===== src/hw/rtl/ctb_pkg.sv =====
// ----------------------------------------------------------------------------
// ctb_pkg
// shared types, sizes and codes for the countdown timer bank
// ----------------------------------------------------------------------------
package ctb_pkg;

    // bank sizes (1 to 16 each)
    localparam int FAST_TIMERS = 16;
    localparam int SLOW_TIMERS = 8;

    // field widths
    localparam int COUNT_W  = 32;
    localparam int OPCODE_W = 3;
    localparam int INDEX_W  = 4;
    localparam int SLOT_W   = 4;
    localparam int RELOAD_W = 16;
    localparam int CFG_IDX_W  = 1;
    localparam int CFG_DATA_W = 16;

    localparam logic [RELOAD_W-1:0] RELOAD_RESET = RELOAD_W'(1000);

    // address widths of the two banks
    localparam int FAST_AW = (FAST_TIMERS > 1) ? $clog2(FAST_TIMERS) : 1;
    localparam int SLOW_AW = (SLOW_TIMERS > 1) ? $clog2(SLOW_TIMERS) : 1;

    // sweep counter must hold the larger bank size itself
    localparam int MAX_TIMERS = (FAST_TIMERS > SLOW_TIMERS) ? FAST_TIMERS : SLOW_TIMERS;
    localparam int CNT_W      = $clog2(MAX_TIMERS + 1);

    typedef logic [COUNT_W-1:0] t_count;

    typedef enum logic [OPCODE_W-1:0] {
        OP_TICK        = 3'd0,
        OP_RELOAD_FAST = 3'd1,
        OP_RELOAD_SLOW = 3'd2,
        OP_QUERY_FAST  = 3'd3,
        OP_QUERY_SLOW  = 3'd4
    } t_opcode;

    typedef enum logic [CFG_IDX_W-1:0] {
        CFG_PRESCALE_SLOT   = 1'd0,
        CFG_PRESCALE_RELOAD = 1'd1
    } t_cfg_reg;

    // write side of a bank
    typedef struct packed {
        logic         we;
        logic [3:0]   addr;
        t_count       data;
    } t_bank_wr;

endpackage


===== src/hw/rtl/ctb_if.sv =====
// ----------------------------------------------------------------------------
// ctb_if
// valid/ready channels of the timer bank: command, response, configuration
// ----------------------------------------------------------------------------
interface ctb_cmd_if;
    logic                          valid;
    logic                          ready;
    logic [ctb_pkg::OPCODE_W-1:0]  opcode;
    logic [ctb_pkg::INDEX_W-1:0]   timer_index;
    logic [ctb_pkg::COUNT_W-1:0]   load_value;

    modport source (output valid, opcode, timer_index, load_value, input ready);
    modport sink   (input valid, opcode, timer_index, load_value, output ready);
endinterface

interface ctb_rsp_if;
    logic valid;
    logic ready;
    logic elapsed;
    logic bad_index;

    modport source (output valid, elapsed, bad_index, input ready);
    modport sink   (input valid, elapsed, bad_index, output ready);
endinterface

interface ctb_cfg_if;
    logic                            valid;
    logic                            ready;
    logic [ctb_pkg::CFG_IDX_W-1:0]   index;
    logic [ctb_pkg::CFG_DATA_W-1:0]  data;

    modport source (output valid, index, data, input ready);
    modport sink   (input valid, index, data, output ready);
endinterface


===== src/hw/rtl/ctb_ram.sv =====
// ----------------------------------------------------------------------------
// ctb_ram
// one-write one-read timer store, registered read, per-entry valid bits
// ----------------------------------------------------------------------------
module ctb_ram #(
    parameter int DEPTH = 16,
    parameter int AW    = 4
) (
    input  logic                  i_clk,
    input  logic                  i_rst_n,
    input  ctb_pkg::t_bank_wr     i_wr,
    input  logic [AW-1:0]         i_raddr,
    output ctb_pkg::t_count       o_rdata
);

    ctb_pkg::t_count r_mem [DEPTH];
    logic [DEPTH-1:0] r_valid;
    ctb_pkg::t_count r_rdata;
    logic            r_rvalid;

    // entries never written read as zero
    always_ff @(posedge i_clk) begin
        if (!i_rst_n) begin
            r_valid  <= '0;
            r_rvalid <= 1'b0;
        end else begin
            if (i_wr.we) begin
                r_valid[i_wr.addr[AW-1:0]] <= 1'b1;
            end
            r_rvalid <= r_valid[i_raddr];
        end
    end

    always_ff @(posedge i_clk) begin
        if (i_wr.we) begin
            r_mem[i_wr.addr[AW-1:0]] <= i_wr.data;
        end
        r_rdata <= r_mem[i_raddr];
    end

    assign o_rdata = r_rvalid ? r_rdata : '0;

endmodule


===== src/hw/rtl/ctb_dec.sv =====
// ----------------------------------------------------------------------------
// ctb_dec
// shared zero test and saturating decrement of one timer count
// ----------------------------------------------------------------------------
module ctb_dec (
    input  ctb_pkg::t_count i_count,
    output logic            o_zero,
    output ctb_pkg::t_count o_next
);

    assign o_zero = (i_count == '0);
    assign o_next = o_zero ? '0 : i_count - ctb_pkg::COUNT_W'(1);

endmodule


===== src/hw/rtl/countdown_timer_bank_with_prescaler.sv =====
// ----------------------------------------------------------------------------
// countdown_timer_bank_with_prescaler
// two banks of 32-bit countdown timers walked by one shared decrementer
// ----------------------------------------------------------------------------
// One command item is taken at a time and gives exactly one response item.
// A reload or an out-of-range query answers from the execute state, an
// in-range query after a further check state. A tick sweeps the fast bank
// through the one decrementer at one timer per cycle (read and write-back
// overlapped), then, when the prescaler slot lies inside the fast bank, reads
// the prescaler timer, and when it has expired reloads it and sweeps the slow
// bank the same way. Tick duration is set by the single read port of each bank
// and the one shared decrementer. Config writes are always taken and should
// only be issued while the block is idle. Timers read as zero after reset
// through per-entry valid bits, so no clearing pass is needed.
// ----------------------------------------------------------------------------
module countdown_timer_bank_with_prescaler (
    input  logic        i_clk,
    input  logic        i_rst_n,
    ctb_cmd_if.sink     i_cmd,
    ctb_rsp_if.source   o_rsp,
    ctb_cfg_if.sink     i_cfg
);

    typedef enum logic [6:0] {
        S_IDLE    = 7'b0000001,
        S_EXEC    = 7'b0000010,
        S_FAST    = 7'b0000100,
        S_PRE_RD  = 7'b0001000,
        S_PRE_CHK = 7'b0010000,
        S_SLOW    = 7'b0100000,
        S_QCHK    = 7'b1000000
    } t_state;

    localparam int IDX_CMP_W = ctb_pkg::INDEX_W + 1;
    localparam int SLOT_CMP_W = ctb_pkg::SLOT_W + 1;

    // control state
    t_state                          r_state, n_state;
    logic [ctb_pkg::CNT_W-1:0]       r_cnt, n_cnt;
    logic                            r_rsp_valid, n_rsp_valid;
    logic [ctb_pkg::SLOT_W-1:0]      r_slot;
    logic [ctb_pkg::RELOAD_W-1:0]    r_reload;

    // latched item and result payload
    logic [ctb_pkg::OPCODE_W-1:0]    r_op;
    logic [ctb_pkg::INDEX_W-1:0]     r_idx;
    ctb_pkg::t_count                 r_val;
    logic                            r_fast_ok, r_slow_ok;
    logic                            r_elapsed, n_elapsed;
    logic                            r_bad, n_bad;

    // bank ports
    ctb_pkg::t_bank_wr               fast_wr, slow_wr;
    logic [ctb_pkg::FAST_AW-1:0]     fast_raddr;
    logic [ctb_pkg::SLOW_AW-1:0]     slow_raddr;
    ctb_pkg::t_count                 fast_rdata, slow_rdata;

    // shared unit
    ctb_pkg::t_count                 dec_in, dec_next;
    logic                            dec_zero;

    logic                            cmd_fire;
    logic                            slot_ok;
    logic [ctb_pkg::CNT_W-1:0]       cnt_m1;
    logic                            sel_slow;

    assign cmd_fire    = i_cmd.valid && i_cmd.ready;
    assign i_cmd.ready = (r_state == S_IDLE) && !r_rsp_valid;
    assign i_cfg.ready = 1'b1;

    assign o_rsp.valid     = r_rsp_valid;
    assign o_rsp.elapsed   = r_elapsed;
    assign o_rsp.bad_index = r_bad;

    // no fast timer acts as prescaler when the slot is past the bank
    assign slot_ok = {1'b0, r_slot} < SLOT_CMP_W'(ctb_pkg::FAST_TIMERS);
    assign cnt_m1  = r_cnt - ctb_pkg::CNT_W'(1);

    // decrementer fed by whichever bank is being worked on
    assign sel_slow = (r_state == S_SLOW) ||
                      ((r_state == S_QCHK) && (r_op == ctb_pkg::OP_QUERY_SLOW));
    assign dec_in   = sel_slow ? slow_rdata : fast_rdata;

    ctb_dec u_dec (
        .i_count (dec_in),
        .o_zero  (dec_zero),
        .o_next  (dec_next)
    );

    ctb_ram #(.DEPTH(ctb_pkg::FAST_TIMERS), .AW(ctb_pkg::FAST_AW)) u_fast_ram (
        .i_clk   (i_clk),
        .i_rst_n (i_rst_n),
        .i_wr    (fast_wr),
        .i_raddr (fast_raddr),
        .o_rdata (fast_rdata)
    );

    ctb_ram #(.DEPTH(ctb_pkg::SLOW_TIMERS), .AW(ctb_pkg::SLOW_AW)) u_slow_ram (
        .i_clk   (i_clk),
        .i_rst_n (i_rst_n),
        .i_wr    (slow_wr),
        .i_raddr (slow_raddr),
        .o_rdata (slow_rdata)
    );

    // sequencer and bank access
    always_comb begin
        n_state     = r_state;
        n_cnt       = r_cnt;
        n_rsp_valid = r_rsp_valid;
        n_elapsed   = r_elapsed;
        n_bad       = r_bad;
        fast_wr     = '0;
        slow_wr     = '0;
        fast_raddr  = r_idx[ctb_pkg::FAST_AW-1:0];
        slow_raddr  = r_idx[ctb_pkg::SLOW_AW-1:0];

        if (r_rsp_valid && o_rsp.ready) begin
            n_rsp_valid = 1'b0;
        end

        unique case (r_state)
            S_IDLE: begin
                if (cmd_fire) begin
                    n_state = S_EXEC;
                end
            end
            S_EXEC: begin
                // default result: nothing elapsed, index fine
                n_elapsed = 1'b0;
                n_bad     = 1'b0;
                n_state   = S_IDLE;
                case (r_op)
                    ctb_pkg::OP_TICK: begin
                        n_cnt   = '0;
                        n_state = S_FAST;
                    end
                    ctb_pkg::OP_RELOAD_FAST: begin
                        fast_wr.we   = r_fast_ok;
                        fast_wr.addr = 4'(r_idx[ctb_pkg::FAST_AW-1:0]);
                        fast_wr.data = r_val;
                        n_bad        = !r_fast_ok;
                        n_rsp_valid  = 1'b1;
                    end
                    ctb_pkg::OP_RELOAD_SLOW: begin
                        slow_wr.we   = r_slow_ok;
                        slow_wr.addr = 4'(r_idx[ctb_pkg::SLOW_AW-1:0]);
                        slow_wr.data = r_val;
                        n_bad        = !r_slow_ok;
                        n_rsp_valid  = 1'b1;
                    end
                    ctb_pkg::OP_QUERY_FAST: begin
                        // read issued on r_idx through the default address
                        if (r_fast_ok) begin
                            n_state = S_QCHK;
                        end else begin
                            n_elapsed   = 1'b1;
                            n_bad       = 1'b1;
                            n_rsp_valid = 1'b1;
                        end
                    end
                    ctb_pkg::OP_QUERY_SLOW: begin
                        if (r_slow_ok) begin
                            n_state = S_QCHK;
                        end else begin
                            n_elapsed   = 1'b1;
                            n_bad       = 1'b1;
                            n_rsp_valid = 1'b1;
                        end
                    end
                    default: begin
                        n_rsp_valid = 1'b1;
                    end
                endcase
            end
            S_FAST: begin
                // read timer r_cnt while writing back timer r_cnt - 1
                fast_raddr = r_cnt[ctb_pkg::FAST_AW-1:0];
                if (r_cnt != '0) begin
                    fast_wr.we   = 1'b1;
                    fast_wr.addr = 4'(cnt_m1[ctb_pkg::FAST_AW-1:0]);
                    fast_wr.data = dec_next;
                end
                if (r_cnt == ctb_pkg::CNT_W'(ctb_pkg::FAST_TIMERS)) begin
                    if (slot_ok) begin
                        n_state = S_PRE_RD;
                    end else begin
                        n_state     = S_IDLE;
                        n_rsp_valid = 1'b1;
                    end
                end else begin
                    n_cnt = r_cnt + ctb_pkg::CNT_W'(1);
                end
            end
            S_PRE_RD: begin
                fast_raddr = r_slot[ctb_pkg::FAST_AW-1:0];
                n_state    = S_PRE_CHK;
            end
            S_PRE_CHK: begin
                // prescaler expired: reload it and step the slow bank
                if (dec_zero) begin
                    fast_wr.we   = 1'b1;
                    fast_wr.addr = 4'(r_slot[ctb_pkg::FAST_AW-1:0]);
                    fast_wr.data = ctb_pkg::COUNT_W'(r_reload);
                    n_cnt        = '0;
                    n_state      = S_SLOW;
                end else begin
                    n_state     = S_IDLE;
                    n_rsp_valid = 1'b1;
                end
            end
            S_SLOW: begin
                slow_raddr = r_cnt[ctb_pkg::SLOW_AW-1:0];
                if (r_cnt != '0) begin
                    slow_wr.we   = 1'b1;
                    slow_wr.addr = 4'(cnt_m1[ctb_pkg::SLOW_AW-1:0]);
                    slow_wr.data = dec_next;
                end
                if (r_cnt == ctb_pkg::CNT_W'(ctb_pkg::SLOW_TIMERS)) begin
                    n_state     = S_IDLE;
                    n_rsp_valid = 1'b1;
                end else begin
                    n_cnt = r_cnt + ctb_pkg::CNT_W'(1);
                end
            end
            S_QCHK: begin
                n_elapsed   = dec_zero;
                n_state     = S_IDLE;
                n_rsp_valid = 1'b1;
            end
            default: begin
                n_state = S_IDLE;
            end
        endcase
    end

    // control registers and configuration
    always_ff @(posedge i_clk) begin
        if (!i_rst_n) begin
            r_state     <= S_IDLE;
            r_cnt       <= '0;
            r_rsp_valid <= 1'b0;
            r_slot      <= '0;
            r_reload    <= ctb_pkg::RELOAD_RESET;
        end else begin
            r_state     <= n_state;
            r_cnt       <= n_cnt;
            r_rsp_valid <= n_rsp_valid;
            if (i_cfg.valid && i_cfg.ready) begin
                unique case (i_cfg.index)
                    ctb_pkg::CFG_PRESCALE_SLOT: begin
                        r_slot <= i_cfg.data[ctb_pkg::SLOT_W-1:0];
                    end
                    ctb_pkg::CFG_PRESCALE_RELOAD: begin
                        r_reload <= i_cfg.data[ctb_pkg::RELOAD_W-1:0];
                    end
                    default: begin
                        r_slot <= r_slot;
                    end
                endcase
            end
        end
    end

    // item and result payload
    always_ff @(posedge i_clk) begin
        if (cmd_fire) begin
            r_op      <= i_cmd.opcode;
            r_idx     <= i_cmd.timer_index;
            r_val     <= i_cmd.load_value;
            r_fast_ok <= {1'b0, i_cmd.timer_index} < IDX_CMP_W'(ctb_pkg::FAST_TIMERS);
            r_slow_ok <= {1'b0, i_cmd.timer_index} < IDX_CMP_W'(ctb_pkg::SLOW_TIMERS);
        end
        r_elapsed <= n_elapsed;
        r_bad     <= n_bad;
    end

    // checks
    a_state_onehot: assert property (@(posedge i_clk) disable iff (!i_rst_n)
        $onehot(r_state))
        else $error("sequencer state not one-hot");

    a_idle_no_write: assert property (@(posedge i_clk) disable iff (!i_rst_n)
        (r_state == S_IDLE) |-> (!fast_wr.we && !slow_wr.we))
        else $error("bank written while idle");

    a_accept_exec: assert property (@(posedge i_clk) disable iff (!i_rst_n)
        cmd_fire |=> (r_state == S_EXEC) && !r_rsp_valid)
        else $error("accepted item not executed");

    a_fast_cnt: assert property (@(posedge i_clk) disable iff (!i_rst_n)
        (r_state == S_FAST) |-> (r_cnt <= ctb_pkg::CNT_W'(ctb_pkg::FAST_TIMERS)))
        else $error("fast sweep ran past bank");

    a_slow_cnt: assert property (@(posedge i_clk) disable iff (!i_rst_n)
        (r_state == S_SLOW) |-> (r_cnt <= ctb_pkg::CNT_W'(ctb_pkg::SLOW_TIMERS)))
        else $error("slow sweep ran past bank");

endmodule


===== src/flat_wrapper.sv =====
// flat-port wrapper written by rule: the top's interface ports become plain ports
module countdown_timer_bank_with_prescaler_flat 
  (i_clk, i_rst_n, i_cmd_valid, i_cmd_opcode, i_cmd_timer_index, i_cmd_load_value, i_cmd_ready, o_rsp_valid, o_rsp_elapsed, o_rsp_bad_index, o_rsp_ready, i_cfg_valid, i_cfg_index, i_cfg_data, i_cfg_ready);
  ctb_cmd_if i_cmd_i ();
  ctb_rsp_if o_rsp_i ();
  ctb_cfg_if i_cfg_i ();
  input  logic i_clk;
  input  logic i_rst_n;
  input wire logic [$bits(i_cmd_i.valid)-1:0] i_cmd_valid;
  input wire logic [$bits(i_cmd_i.opcode)-1:0] i_cmd_opcode;
  input wire logic [$bits(i_cmd_i.timer_index)-1:0] i_cmd_timer_index;
  input wire logic [$bits(i_cmd_i.load_value)-1:0] i_cmd_load_value;
  output wire logic [$bits(i_cmd_i.ready)-1:0] i_cmd_ready;
  output wire logic [$bits(o_rsp_i.valid)-1:0] o_rsp_valid;
  output wire logic [$bits(o_rsp_i.elapsed)-1:0] o_rsp_elapsed;
  output wire logic [$bits(o_rsp_i.bad_index)-1:0] o_rsp_bad_index;
  input wire logic [$bits(o_rsp_i.ready)-1:0] o_rsp_ready;
  input wire logic [$bits(i_cfg_i.valid)-1:0] i_cfg_valid;
  input wire logic [$bits(i_cfg_i.index)-1:0] i_cfg_index;
  input wire logic [$bits(i_cfg_i.data)-1:0] i_cfg_data;
  output wire logic [$bits(i_cfg_i.ready)-1:0] i_cfg_ready;
  assign i_cmd_i.valid = i_cmd_valid;
  assign i_cmd_i.opcode = i_cmd_opcode;
  assign i_cmd_i.timer_index = i_cmd_timer_index;
  assign i_cmd_i.load_value = i_cmd_load_value;
  assign i_cmd_ready = i_cmd_i.ready;
  assign o_rsp_valid = o_rsp_i.valid;
  assign o_rsp_elapsed = o_rsp_i.elapsed;
  assign o_rsp_bad_index = o_rsp_i.bad_index;
  assign o_rsp_i.ready = o_rsp_ready;
  assign i_cfg_i.valid = i_cfg_valid;
  assign i_cfg_i.index = i_cfg_index;
  assign i_cfg_i.data = i_cfg_data;
  assign i_cfg_ready = i_cfg_i.ready;
  countdown_timer_bank_with_prescaler u_core (.i_clk(i_clk), .i_rst_n(i_rst_n), .i_cmd(i_cmd_i), .o_rsp(o_rsp_i), .i_cfg(i_cfg_i));
endmodule

===== config.mk =====
export PLATFORM = sky130hd
export DESIGN_NAME = countdown_timer_bank_with_prescaler_flat
export DESIGN_NICKNAME = d
export VERILOG_FILES = /design/src/hw/rtl/ctb_pkg.sv /design/src/hw/rtl/ctb_if.sv /design/src/hw/rtl/ctb_ram.sv /design/src/hw/rtl/ctb_dec.sv /design/src/hw/rtl/countdown_timer_bank_with_prescaler.sv /design/src/flat_wrapper.sv
export SDC_FILE = /design/constraint.sdc
export NUM_CORES = 1
export LEC_CHECK = 0
export BUFFER_PORTS_ARGS = -buffer_cell sky130_fd_sc_hd__buf_2
export CAP_MARGIN = 40
export CORE_MARGIN = 2
export CORE_UTILIZATION = 45
export DETAILED_ROUTE_END_ITERATION = 10
export PLACE_DENSITY = 0.61
export SLEW_MARGIN = 10
export SYNTH_ARGS = -nofsm -noshare
export SYNTH_HDL_FRONTEND = slang
export SYNTH_SLANG_ARGS = --single-unit
export TNS_END_PERCENT = 50

===== constraint.sdc =====
create_clock -name i_clk -period 9.9 [get_ports i_clk]
set_input_delay 2.97 -clock i_clk [delete_from_list [all_inputs] [get_ports i_clk]]
set_output_delay 2.97 -clock i_clk [all_outputs]
set_load 0.05 [all_outputs]

==> impl_metrics.toml <==
[flow_run]
cap_viol_max_count = 0

[placed_design]
dp.cells = 3947
globalplace.congestion = 0.9192
dp_hpwl_mm = 60.90
io_buffers = 64

[grt]
grt_pass1_vias = 22790
overflow = 0
grt_use_total_pct = 23.16
grt_max_degree = 211
grt_pass1_wl_mm = 148.0
antenna_found_initial = 1

[clocking]
cts_inserted_buffers = 95
clock_latency_ps = 670
clock_path_buffers = 3
cts_tree = "done"
numClockSinks = 933
ctsResizeCount = 0
post-cts-setup-buffers = 0
clk_pin_slew_ps = 60
root_buffer = "clkbuf_16"
htreeDepth = 3
cts_hold_buf = 0

[power_and_ir_drop]
ir_worst_vdd_v = 0.0001574
power_mw = 8.738
total_leakage_power_nw = 13.00
powerDensity_mw_per_mm2 = 202.6

[cells_and_area]
antenna_cells = 0
num-fill-cells = 7033
area_growth_pct = 13.34
fin_cells = 4130
drive_gt1_share_pct = 16.09
num-nets-final = 2985

[detailed_routing]
dr.first_iter.drc_count = 2169
drc = 0
first_pass_iters = 5
vias = 23380
wl_per_cell_um = 24.40
avgViaCountPerCell = 5.661
postRouteWirelength_mm = 100.8
ant_nets = 0

[worst_setup_path]
worst-path-stages = 10
critPathMaxFanout = 35
cp_top_family = "simple AND/OR/NAND/NOR gates"
arrival_ps = 5770
crit_top_cell = "nor2_4"
slowest_stage = "dfxtp_1"
max_stage_delay_ps = 910
critical_path_class = "reg -> reg"
cp-end-kind = "register"
worstPathCellList = "nor2_1 > nand2_1 > nor2_4 > o21ai_0 > nor4b_4 > and4_4 > a21oi_2 > a211o_4 > nor2_4 > buf_4"
startpoint_type = "register"
cp_num_buf_inv = 1
crit_required_ps = 10220
rr_worst_depth = 10

[synthesis]
synth_cell_types = 76
synth-edff-count = 810
synth_top_area_share_pct = 63.91
synth_fp_nets = 2911
synthesis.area_mm2 = 0.03806
synth_area_leaders = "edfxtp_1 (64%), dfxtp_1 (6.5%), nand2_1 (5.6%)"
synthFlopType = "edfxtp_1"
synthArstFlopShare_pct = 0
avgSynthCellArea_um2 = 13.38
synth_most_common_cell = "edfxtp_1"
ys_seq_elements = 933
synth_seq_area_share_pct = 70.38
ys_warn_count = 0
yosys-top-cells-count = "edfxtp_1 (810), nand2_1 (567), nand3_1 (198)"
synth_area_leader_cell = "edfxtp_1"
synth_cells = 2845

[die]
die_area_mm2 = 0.08691
ios = 66
coreArea_mm2 = 0.08369
die_w_um = 294.8
initial_core_util_pct = 45.47
fp-row-count = 106
die-height_um = 294.8

[sta]
hold_viol_final = 0
grt_setup_unrepaired = "no"
period_share_pct = 55.07
worst_slew_pin_slew_ps = 993.2
skew_ps = 31.66
finalSetupTns_ps = 0
slew_viol_final = 0
holdWs_ps = 459.2
max_freq_mhz = 183.4
period_needed_ps = 5451
relSlewSlack_pct = 33.08
final-setup-viol-count = 0

[status]
status = "complete, no violations"

[worst_hold_path]
hp-class = "reg -> reg"
hold_depth = 2
## power breakdown
group | internal (mW) | switching, mW | leakage [nW]
Sequential | 4.31 | 0.108 | 6.79
Combinational | 0.286 | 0.608 | 4.75
Clock | 1.93 | 1.50 | 1.46
## cells by family after synthesis
| logic type | count (synthesis) | share of synthesized area (%) |
|---|---|---|
| AO/OA/AOI/OAI | 432 | 7.647 |
| XOR/XNOR | 37 | 0.8515 |
| adder cells (fa/ha/maj) | 5 | 0.1644 |
| buffers and inverters | 190 | 2.002 |
| flip-flops | 933 | 70.38 |
| multiplexers | 272 | 7.588 |
| other | 1 | 0.009854 |
| AND/OR/NAND/NOR | 975 | 11.35 |
## state kept, by name (all words and copies together) (netlist names), 3 cells and up
signal,flops
u_core.u_fast_ram.r_rdata,32
u_core.u_slow_ram.r_rdata,32
u_core.r_reload,16
u_core.r_cnt,5
u_core.r_state,7
u_core.u_fast_ram.r_mem,512
u_core.r_slot,4
u_core.u_slow_ram.r_valid,8
u_core.u_fast_ram.r_valid,16
u_core.r_idx,4
u_core.r_val,32
u_core.u_slow_ram.r_mem,256
u_core.r_op,3
## through the flow
| step | worst slack [ps] | util (%) | area, um2 |
|---|---|---|---|
| 2_1_floorplan | 2964 | - | 38060 |
| 3_3_place_gp | 4134 | 47.72 | 39940 |
| 3_5_place_dp | 4442 | 47.88 | 40070 |
| 4_1_cts | 4435 | 51.45 | 43060 |
| 5_1_grt | 4061 | 51.54 | 43130 |
| 6_report | 4449 | 51.54 | 43130 |
## metal layers
metal | GRT usage (%) | share of wire, % | vias to the layer above
met2 | 37.12 | 47 | 726
met1 | 32.52 | 44 | 11720
met4 | 6.446 | 2.6 | 0
li1 | - | - | 10780
met3 | 4.117 | 6.3 | 155
met5 | 0 | 0 | -
## layout by cell type, fill, tap and decap left out, types with 6 or more instances in the layout
master	n
clkbuf_1	16
xor2_1	18
a21oi_1	30
a22oi_1	18
nor2_1	55
nand2_1	567
nor2_4	17
mux2_2	131
xnor2_1	19
clkinv_2	18
clkinv_1	28
nor3_1	20
edfxtp_1	810
nand4_1	37
o21ai_0	123
o31ai_1	11
buf_2	72
o211ai_1	137
or3_1	6
nand3_1	198
o22ai_1	6
a22o_1	7
nand2b_1	9
dfxtp_1	123
clkbuf_16	96
o21ai_1	8
and3_1	20
inv_1	10
mux2i_1	137
o21a_1	24
a31oi_1	26
buf_4	77
## layout make-up
class                           count  area [um2]  area share [%]
Tap cell                         1134        1419           3.289
Multi-Input combinational cell   1722       10800           25.04
Inverter                           11       41.29         0.09572
Clock inverter                     60       498.0           1.154
Timing Repair Buffer              156        1101           2.553
Clock buffer                      114        2490           5.772
Sequential cell                   933       26790           62.10
## final timing paths
path / slack, ps / endpoint / startpoint
max: 4450 / u_core.u_fast_ram.r_mem[1][25] / u_core.r_state[3]
min: 460 / u_core.u_fast_ram.r_valid[9] / u_core.u_fast_ram.r_valid[9]
max reg2reg: 4450 / u_core.u_fast_ram.r_mem[1][25] / u_core.r_state[3]
min reg2reg: 460 / u_core.u_fast_ram.r_valid[9] / u_core.u_fast_ram.r_valid[9]
## worst reg2reg max path, stage by stage (launching register included)
cell	delay (ps)
dfxtp_1	910
nor2_1	180
nand2_1	360
nor2_4	240
o21ai_0	480
nor4b_4	740
and4_4	650
a21oi_2	180
a211o_4	360
nor2_4	540
buf_4	470
Power figures use the tool's default switching activity.
